**config.mk**
```make
export PLATFORM = sky130hd
export DESIGN_NAME = linear_key_value_table
export DESIGN_NICKNAME = d
export VERILOG_FILES = /design/src/design/lkv_pkg.sv /design/src/design/linear_key_value_table.sv /design/src/design/lkv_ctrl.sv /design/src/design/lkv_datapath.sv
export SDC_FILE = /design/constraint.sdc
export NUM_CORES = 2
export LEC_CHECK = 0
export ABC_AREA = 1
export ABC_CLOCK_PERIOD_IN_PS = 10300
export BUFFER_PORTS_ARGS = -buffer_cell sky130_fd_sc_hd__buf_2
export CELL_PAD_IN_SITES_DETAIL_PLACEMENT = 0
export CELL_PAD_IN_SITES_GLOBAL_PLACEMENT = 1
export CORE_MARGIN = 4
export CORE_UTILIZATION = 44
export CTS_CLUSTER_DIAMETER = 30
export DETAILED_ROUTE_END_ITERATION = 7
export GPL_ROUTABILITY_DRIVEN = 0
export MAX_ROUTING_LAYER = met4
export PLACE_DENSITY_LB_ADDON = 0.1
export SLEW_MARGIN = 30
export SYNTH_ARGS = -nofsm -noshare
export SYNTH_HDL_FRONTEND = slang
export SYNTH_SLANG_ARGS = --single-unit
export TNS_END_PERCENT = 100
```
**constraint.sdc**
```tcl
create_clock -name clk -period 10.3 [get_ports clk]
set_input_delay 0.515 -clock clk [delete_from_list [all_inputs] [get_ports clk]]
set_output_delay 0.515 -clock clk [all_outputs]
set_load 0.02 [all_outputs]
```
**src/design/lkv_pkg.sv**
```systemverilog
// Shared types and constants for the linear key/value table.
// Field widths, request and status codes, and the controller command bundle.
// No dependencies.
package lkv_pkg;

  localparam int TYPE_W      = 3;
  localparam int KEY_PORT_W  = 32;
  localparam int VAL_PORT_W  = 32;
  localparam int STATUS_W    = 2;
  localparam int COUNT_W     = 5;

  localparam int DEPTH_DEF   = 16;
  localparam int KEY_W_DEF   = 32;
  localparam int VAL_W_DEF   = 32;

  localparam logic [TYPE_W-1:0] REQ_LOOKUP  = 3'd0;
  localparam logic [TYPE_W-1:0] REQ_GET_INS = 3'd1;
  localparam logic [TYPE_W-1:0] REQ_WRITE   = 3'd2;
  localparam logic [TYPE_W-1:0] REQ_DELETE  = 3'd3;
  localparam logic [TYPE_W-1:0] REQ_CLEAR   = 3'd4;

  localparam logic [STATUS_W-1:0] ST_OK     = 2'd0;
  localparam logic [STATUS_W-1:0] ST_ABSENT = 2'd1;
  localparam logic [STATUS_W-1:0] ST_FULL   = 2'd2;

  typedef struct packed {
    logic capture;  // latch request and match vector
    logic commit;   // apply update and load the result register
  } lkv_cmd_t;

endpackage

```
**src/design/linear_key_value_table.sv**
```systemverilog
// Linear key/value table: small associative map kept in insertion order.
// A request is captured with its match vector when accepted in idle, then committed from the
// execute state once the result register is free; the result is held until out_ready takes it.
// No new request is taken until the current one commits: a match step, then an update step.
// A waiting result still lets one more request in; its update then holds until the result leaves.
// Reset clears the entry count and handshake state; cells need no clearing pass.
module linear_key_value_table import lkv_pkg::*; #(
  parameter int TABLE_DEPTH = DEPTH_DEF,
  parameter int KEY_WIDTH   = KEY_W_DEF,
  parameter int VALUE_WIDTH = VAL_W_DEF
) (
  input  logic                  clk,
  input  logic                  rst_n,
  input  logic                  in_valid,
  output logic                  in_ready,
  input  logic [TYPE_W-1:0]     in_req_type,
  input  logic [KEY_PORT_W-1:0] in_key,
  input  logic [VAL_PORT_W-1:0] in_write_value,
  output logic                  out_valid,
  input  logic                  out_ready,
  output logic [VAL_PORT_W-1:0] out_read_value,
  output logic                  out_found,
  output logic [STATUS_W-1:0]   out_status,
  output logic [COUNT_W-1:0]    out_entry_count
);

  localparam int CountW = $clog2(TABLE_DEPTH + 1);

  lkv_cmd_t              cmd;
  logic [CountW-1:0]     fill_count;
  logic [TABLE_DEPTH-1:0] match_vec;

  // Controller: accept a request in idle, commit it from the execute state once
  // the result register is free, then return to idle.
  lkv_ctrl u_ctrl (
    .clk       (clk),
    .rst_n     (rst_n),
    .in_valid  (in_valid),
    .in_ready  (in_ready),
    .out_valid (out_valid),
    .out_ready (out_ready),
    .cmd       (cmd)
  );

  // Datapath: compare the request key with every live cell at accept,
  // then apply lookup/insert/write/delete/clear on commit.
  lkv_datapath #(
    .Depth  (TABLE_DEPTH),
    .KeyW   (KEY_WIDTH),
    .ValW   (VALUE_WIDTH),
    .CountW (CountW)
  ) u_dp (
    .clk             (clk),
    .rst_n           (rst_n),
    .cmd             (cmd),
    .in_req_type     (in_req_type),
    .in_key          (in_key),
    .in_write_value  (in_write_value),
    .out_read_value  (out_read_value),
    .out_found       (out_found),
    .out_status      (out_status),
    .out_entry_count (out_entry_count),
    .fill_count      (fill_count),
    .match_vec       (match_vec)
  );

`ifndef SYNTHESIS
  // the entry count never runs past the table depth
  a_fill_bound: assert property (@(posedge clk) disable iff (!rst_n)
    fill_count <= CountW'(TABLE_DEPTH))
    else $error("entry count above table depth");

  // stored keys are unique, so a committed request matches at most one cell
  a_match_unique: assert property (@(posedge clk) disable iff (!rst_n)
    cmd.commit |-> $onehot0(match_vec))
    else $error("request matched more than one entry");

  // one request in flight: accepting a request drops ready for the next cycle
  a_one_in_flight: assert property (@(posedge clk) disable iff (!rst_n)
    in_valid && in_ready |=> !in_ready)
    else $error("second request accepted while one is in flight");

  // a commit always leaves a result waiting on the output
  a_commit_result: assert property (@(posedge clk) disable iff (!rst_n)
    cmd.commit |=> out_valid)
    else $error("committed request produced no result");
`endif

endmodule

```
**src/design/lkv_ctrl.sv**
```systemverilog
// Controller state machine for the linear key/value table.
// Depends on lkv_pkg for the command bundle.
module lkv_ctrl import lkv_pkg::*; (
  input  logic     clk,
  input  logic     rst_n,
  input  logic     in_valid,
  output logic     in_ready,
  output logic     out_valid,
  input  logic     out_ready,
  output lkv_cmd_t cmd
);

  typedef enum logic {
    S_IDLE,
    S_EXEC
  } state_t;

  state_t state_r;
  state_t state_nxt;
  logic   out_valid_r;
  logic   out_valid_nxt;
  logic   slot_free;

  assign slot_free = !out_valid_r || out_ready;
  assign in_ready  = (state_r == S_IDLE);
  assign out_valid = out_valid_r;

  always_comb begin
    state_nxt     = state_r;
    out_valid_nxt = out_valid_r && !out_ready;
    cmd           = '0;
    case (state_r)
      S_IDLE: begin
        if (in_valid) begin
          cmd.capture = 1'b1;
          state_nxt   = S_EXEC;
        end
      end
      S_EXEC: begin
        // hold the request until the result register can take it
        if (slot_free) begin
          cmd.commit    = 1'b1;
          out_valid_nxt = 1'b1;
          state_nxt     = S_IDLE;
        end
      end
      default: begin
        state_nxt = S_IDLE;
      end
    endcase
  end

  always_ff @(posedge clk) begin
    if (!rst_n) begin
      state_r     <= S_IDLE;
      out_valid_r <= 1'b0;
    end else begin
      state_r     <= state_nxt;
      out_valid_r <= out_valid_nxt;
    end
  end

endmodule

```
**src/design/lkv_datapath.sv**
```systemverilog
// Datapath for the linear key/value table: entry cells, parallel key match,
// insert at the tail, delete shift and the result register. Depends on lkv_pkg.
module lkv_datapath import lkv_pkg::*; #(
  parameter int Depth  = DEPTH_DEF,
  parameter int KeyW   = KEY_W_DEF,
  parameter int ValW   = VAL_W_DEF,
  parameter int CountW = $clog2(Depth + 1)
) (
  input  logic                  clk,
  input  logic                  rst_n,
  input  lkv_cmd_t              cmd,
  input  logic [TYPE_W-1:0]     in_req_type,
  input  logic [KEY_PORT_W-1:0] in_key,
  input  logic [VAL_PORT_W-1:0] in_write_value,
  output logic [VAL_PORT_W-1:0] out_read_value,
  output logic                  out_found,
  output logic [STATUS_W-1:0]   out_status,
  output logic [COUNT_W-1:0]    out_entry_count,
  output logic [CountW-1:0]     fill_count,
  output logic [Depth-1:0]      match_vec
);

  localparam int IdxW = $clog2(Depth);

  logic [KeyW-1:0]     key_cell_r [Depth];
  logic [ValW-1:0]     val_cell_r [Depth];
  logic [KeyW-1:0]     key_nxt    [Depth];
  logic [ValW-1:0]     val_nxt    [Depth];
  logic [CountW-1:0]   fill_r;
  logic [CountW-1:0]   fill_nxt;
  logic [TYPE_W-1:0]   type_r;
  logic [KeyW-1:0]     key_r;
  logic [ValW-1:0]     wval_r;
  logic [Depth-1:0]    match_r;
  logic [Depth-1:0]    match_nxt;

  logic                hit;
  logic                full;
  logic                is_write;
  logic [IdxW-1:0]     pos;
  logic [ValW-1:0]     rd_val;
  logic [ValW-1:0]     rv;
  logic [STATUS_W-1:0] status;

  logic [VAL_PORT_W-1:0] out_read_value_r;
  logic                  out_found_r;
  logic [STATUS_W-1:0]   out_status_r;
  logic [COUNT_W-1:0]    out_entry_count_r;

  // compare the incoming key against every live cell
  always_comb begin
    for (int i = 0; i < Depth; i++) begin
      match_nxt[i] = (CountW'(i) < fill_r) && (key_cell_r[i] == KeyW'(in_key));
    end
  end

  always_comb begin
    // keys are unique, so at most one match bit is set: plain OR encodes it
    hit    = |match_r;
    pos    = '0;
    rd_val = '0;
    for (int i = 0; i < Depth; i++) begin
      if (match_r[i]) begin
        pos    = pos | IdxW'(i);
        rd_val = rd_val | val_cell_r[i];
      end
    end
    full     = (fill_r == CountW'(Depth));
    is_write = (type_r == REQ_WRITE);
    key_nxt  = key_cell_r;
    val_nxt  = val_cell_r;
    fill_nxt = fill_r;
    rv       = '0;
    status   = ST_OK;
    case (type_r)
      REQ_GET_INS, REQ_WRITE: begin
        if (hit) begin
          if (is_write) begin
            for (int i = 0; i < Depth; i++) begin
              if (match_r[i]) val_nxt[i] = wval_r;
            end
            rv = wval_r;
          end else begin
            rv = rd_val;
          end
        end else if (full) begin
          status = ST_FULL;
        end else begin
          for (int i = 0; i < Depth; i++) begin
            if (CountW'(i) == fill_r) begin
              key_nxt[i] = key_r;
              val_nxt[i] = is_write ? wval_r : '0;
            end
          end
          rv       = is_write ? wval_r : '0;
          fill_nxt = fill_r + CountW'(1);
        end
      end
      REQ_DELETE: begin
        if (hit) begin
          // close the gap: every cell from the match upward takes its neighbor
          for (int i = 0; i < Depth - 1; i++) begin
            if (IdxW'(i) >= pos) begin
              key_nxt[i] = key_cell_r[i+1];
              val_nxt[i] = val_cell_r[i+1];
            end
          end
          fill_nxt = fill_r - CountW'(1);
        end else begin
          status = ST_ABSENT;
        end
      end
      REQ_CLEAR: begin
        fill_nxt = '0;
      end
      default: begin
        rv = rd_val;
      end
    endcase
  end

  always_ff @(posedge clk) begin
    if (!rst_n) begin
      fill_r <= '0;
    end else if (cmd.commit) begin
      fill_r <= fill_nxt;
    end
  end

  always_ff @(posedge clk) begin
    if (cmd.capture) begin
      type_r  <= in_req_type;
      key_r   <= KeyW'(in_key);
      wval_r  <= ValW'(in_write_value);
      match_r <= match_nxt;
    end
    if (cmd.commit) begin
      key_cell_r        <= key_nxt;
      val_cell_r        <= val_nxt;
      out_read_value_r  <= VAL_PORT_W'(rv);
      out_found_r       <= hit;
      out_status_r      <= status;
      out_entry_count_r <= COUNT_W'(fill_nxt);
    end
  end

  assign out_read_value  = out_read_value_r;
  assign out_found       = out_found_r;
  assign out_status      = out_status_r;
  assign out_entry_count = out_entry_count_r;
  assign fill_count      = fill_r;
  assign match_vec       = match_r;

endmodule

```
==> run summary <==
The die area was 133000 um2. The final routed DRC violation total came out at 0. The aggregate global routing overflow is 0, and the count of buffers from port buffering is 112. The post-detailed-route count of antenna-violating nets came out at 0. The run gives 6.00 ns as the worst path setup slack after routing. Compared with the post-synthesis result, the final layout area differs by 21.6%. Across the run, the number of max-cap violations was 0. Final hold analysis gives a worst-case slack of 0.201 ns. The number of buffers created by CTS is 301. The total setup buffers inserted after CTS is 0, and the maximum clock rate is 232 MHz.

The post-synthesis sequential area ratio was 0.617. The endpoint of the lowest-slack register-to-register path was u_dp.key_cell_r[444]. The post-layout net count is 5753, and the clock-pin transition on the worst setup and hold timing paths is 0.05 ns.

Entering global routing, the biggest net connects 102 pins. The number of global-route vias before repair was 42800; the fraction of the cycle the final worst path needs was 0.418. The average instance in the mapped netlist occupies 10.3 um2. Number of warning messages in the yosys log: 0. Subtracting the final worst setup slack from the clock period gives 4.30 ns. Data arrives at the worst endpoint at 4.81 ns. In this run the cell area of the synthesized design comes to 56100 um2. Type of origin of the critical path: a register.

The effective utilization at floorplan was 0.445. Setup repair after global routing left no endpoint under its margin. The tools report the timing endpoint of the critical path as u_dp.key_cell_r[444].

Die outline height: 365 um. The flow ran to the end, and the final reports show no timing, DRC or antenna violations. STA classifies the critical path endpoint as a register. Clock skew on the completed layout was measured at 0.0764 ns. Leading area contributor after synthesis: edfxtp_1.

In this run the worst hold path is classified as input port to register. The mean routed wirelength per cell was 29.9 um. The number of antenna violations at the first check in global routing was 14. TritonCTS built the clock tree.

CTS saw 1154 sinks. The first global-routing pass estimated 313000 um of wire. The power density over the cells is 228 nW/um2. The cell with the most instances after synthesis is nand2_1. Sorting the synthesized cells by area gives the leading types as edfxtp_1 (61%), nand2_1 (11%), o21ai_0 (3.6%). STA puts the critical path data required time at 10.81 ns.

The worst register-to-register path begins at u_dp.match_vec[0]. The combinational cell fraction of total power is 0.063. The switching share of total power is 0.230. The floorplan has 130 rows.

The design draws 15.5 mW. The run gives 0.302 as the max-slew headroom at the worst pin. Fraction of layout instances using a drive strength above 1: 0.155.

Setup total negative slack on the finished layout was measured at 0 ns. No sink is reached through more buffers than the 4 on the longest clock path. The logs give 5 for the H-tree depth and 0 for the final count of negative-setup-slack endpoints. The count of pins over their slew limit was 0. The share of the synthesized area in the top cell type works out to 0.614. The final layout contains routed wiring with a total length of 226000 um.

Detailed routing inserted a total of 43800 vias. The pre-CTS setup slack was 5.75 ns; the width of the die was 365 um. Clock network fraction of design power: 0.588. For this run, the detailed router's first-pass iteration total came to 6.

The setup path with the least slack is of type register to register. The logs give 27.4 nW for the leakage power summed over all cells and 113 for the top-level port count. The most used flip-flop cell after synthesis is edfxtp_1.

The count of state elements after synthesis is 1154. In this run the power spent charging and discharging nets is 3.58 mW. In this run the worst path has a maximum fanout of 34.

IR analysis of the VDD net gives a maximum drop of 0.191 mV. The first routing iteration left 5594 violations. After clock tree synthesis, the repair step resized 0 gates. The count of flip-flops with a built-in enable after synthesis came out at 1147.

The tools report the global-route usage over all layers as 0.343. Register-to-register path setup slack: 6.00 ns. The tools report the total core area as 126000 um2. In this run the clock root is driven by a clkbuf_16.

For the worst-skew pair, the clock arrives at the later sink with an insertion delay of 0.90 ns. For the proportion of power drawn by flip-flops and latches, the log shows 0.349. The share of flip-flops with an asynchronous set or reset is 0, and the hold violation total from the final report is 0. Dividing the detail-routed via count by the number of cells gives 5.80. The number of nets handed over by synthesis was 5515.

In the synthesized netlist, the cells that appear most often are nand2_1 (1612), edfxtp_1 (1147), inv_1 (519). The transition time at the pin with the least slew margin is 1.05 ns, and the depth of the most critical reg-to-reg path is 10. Internal power comes to 12.0 mW. The critical path starts at u_dp.match_vec[0]. The run gives 46 as the number of distinct library cell variants in the gate-level netlist after synthesis. Counting every instance in the synthesized netlist gives 5439.

The wire-length estimate of the detail-placed layout is 141000 um.
-- routing by layer --
metal  GRT usage  vias to the layer above  share of wire
li1            -                    19000              -
met1       0.416                    21400           0.38
met2       0.533                     2618           0.46
met3      0.0621                      723          0.084
met4       0.216                        0          0.072
met5           -                        -              0
-- cells by family (layout without fill, tap and decap cells) --
family	count (synthesis)	after routing	share of synthesized area
AND/OR/NAND/NOR	2316	2316	0.182
flip-flops	1154	1154	0.617
buffers and inverters	856	1306	0.0691
AO/OA/AOI/OAI	804	804	0.0835
XOR/XNOR	304	304	0.0475
adder cells (fa/ha/maj)	5	5	0.00112
other	0	7	0
-- power by group through the flow --
stage | clock network, mW | logic (mW) | registers [mW]
3_5_place_dp | 0 | 0.948 | 5.50
5_1_grt | 9.47 | 1.04 | 5.43
4_1_cts | 9.20 | 0.962 | 5.42
6_report | 9.14 | 0.985 | 5.42
3_3_place_gp | 0 | 0.940 | 5.50
2_1_floorplan | 0 | 0.548 | 5.49
-- cell usage in the layout (no fill, tap or decap), types with 8 or more instances in the layout --
master / count
nand2_1: 1611
edfxtp_1: 1147
inv_1: 518
o21ai_0: 405
clkbuf_16: 309
o22ai_1: 283
nor2_1: 213
xnor2_1: 179
xor2_1: 125
buf_2: 112
nand4_1: 99
buf_4: 96
nor3_1: 93
nand3_1: 92
nand2_2: 69
clkinv_1: 61
o21ai_2: 54
clkinv_2: 50
nor2_4: 47
bufinv_16: 40
dlygate4sd3_1: 38
clkbuf_1: 35
nand3_4: 30
clkinvlp_4: 25
nand2_4: 23
nor2_2: 16
a21oi_1: 16
o21ai_1: 14
nor3_2: 8
o221ai_1: 8
-- how the worst min path moves through the flow --
stage                  start            endpoint  slack (ns)  depth (start not counted)
2_1_floorplan  u_dp.key_r[2]  u_dp.key_cell_r[2]        0.43                          0
3_3_place_gp   u_dp.key_r[4]  u_dp.key_cell_r[4]        0.44                          0
3_5_place_dp   u_dp.key_r[4]  u_dp.key_cell_r[4]        0.44                          0
4_1_cts           in_key[13]      u_dp.key_r[13]        0.15                          1
5_1_grt           in_key[13]      u_dp.key_r[13]        0.16                          1
6_report          in_key[13]      u_dp.key_r[13]        0.20                          1
-- cell type report --
| type | instances | area, um2 |
|---|---|---|
| Sequential cell | 1154 | 34600 |
| Clock buffer | 344 | 7860 |
| Fill cell | 11100 | 57900 |
| Multi-Input combinational cell | 3429 | 17900 |
| Tap cell | 1650 | 2060 |
| Inverter | 537 | 2030 |
| Timing Repair Buffer | 254 | 1830 |
| Clock inverter | 171 | 1890 |
| Antenna cell | 7 | 17.5 |
-- critical path, cell delays in order (launching register included) --
cell and delay [ns]:
edfxtp_1 0.31, buf_4 0.55, nor2_1 0.12, nand2_1 0.14, nor2_4 0.09, nand2_4 0.26
nor2_1 0.14, inv_1 0.20, nand3b_2 0.67, nor3_2 0.83, buf_4 0.54
-- registers in the layout, summed over array words and instances, names as in the netlist --
| signal | count |
|---|---|
| u_dp.val_cell_r | 512 |
| u_dp.type_r | 3 |
| u_dp.out_read_value | 32 |
| u_dp.key_r | 32 |
| u_dp.wval_r | 32 |
| u_dp.match_vec | 16 |
| u_dp.out_status | 2 |
| u_dp.out_found | 1 |
| u_ctrl.out_valid | 1 |
| u_ctrl.state_r | 1 |
| u_dp.fill_count | 5 |
| u_dp.out_entry_count | 5 |
| u_dp.key_cell_r | 512 |
-- stage by stage --
stage	cells	area, um2	utilization
after CTS	7537	68100	0.540
after detailed placement	6984	57900	0.460
after global routing	7546	68200	0.541
after floorplan	5439	56100	-
after global placement	6981	57800	0.459
final	7546	68200	0.541
-- timing repair --
| item | 4_1_cts | 5_1_grt |
|---|---|---|
| endpoints found under the setup margin | 0 | 0 |
| hold buffers | 38 | 0 |
| hold endpoints to repair | 37 | 0 |
Note: power is estimated with default switching activity, not from simulation.
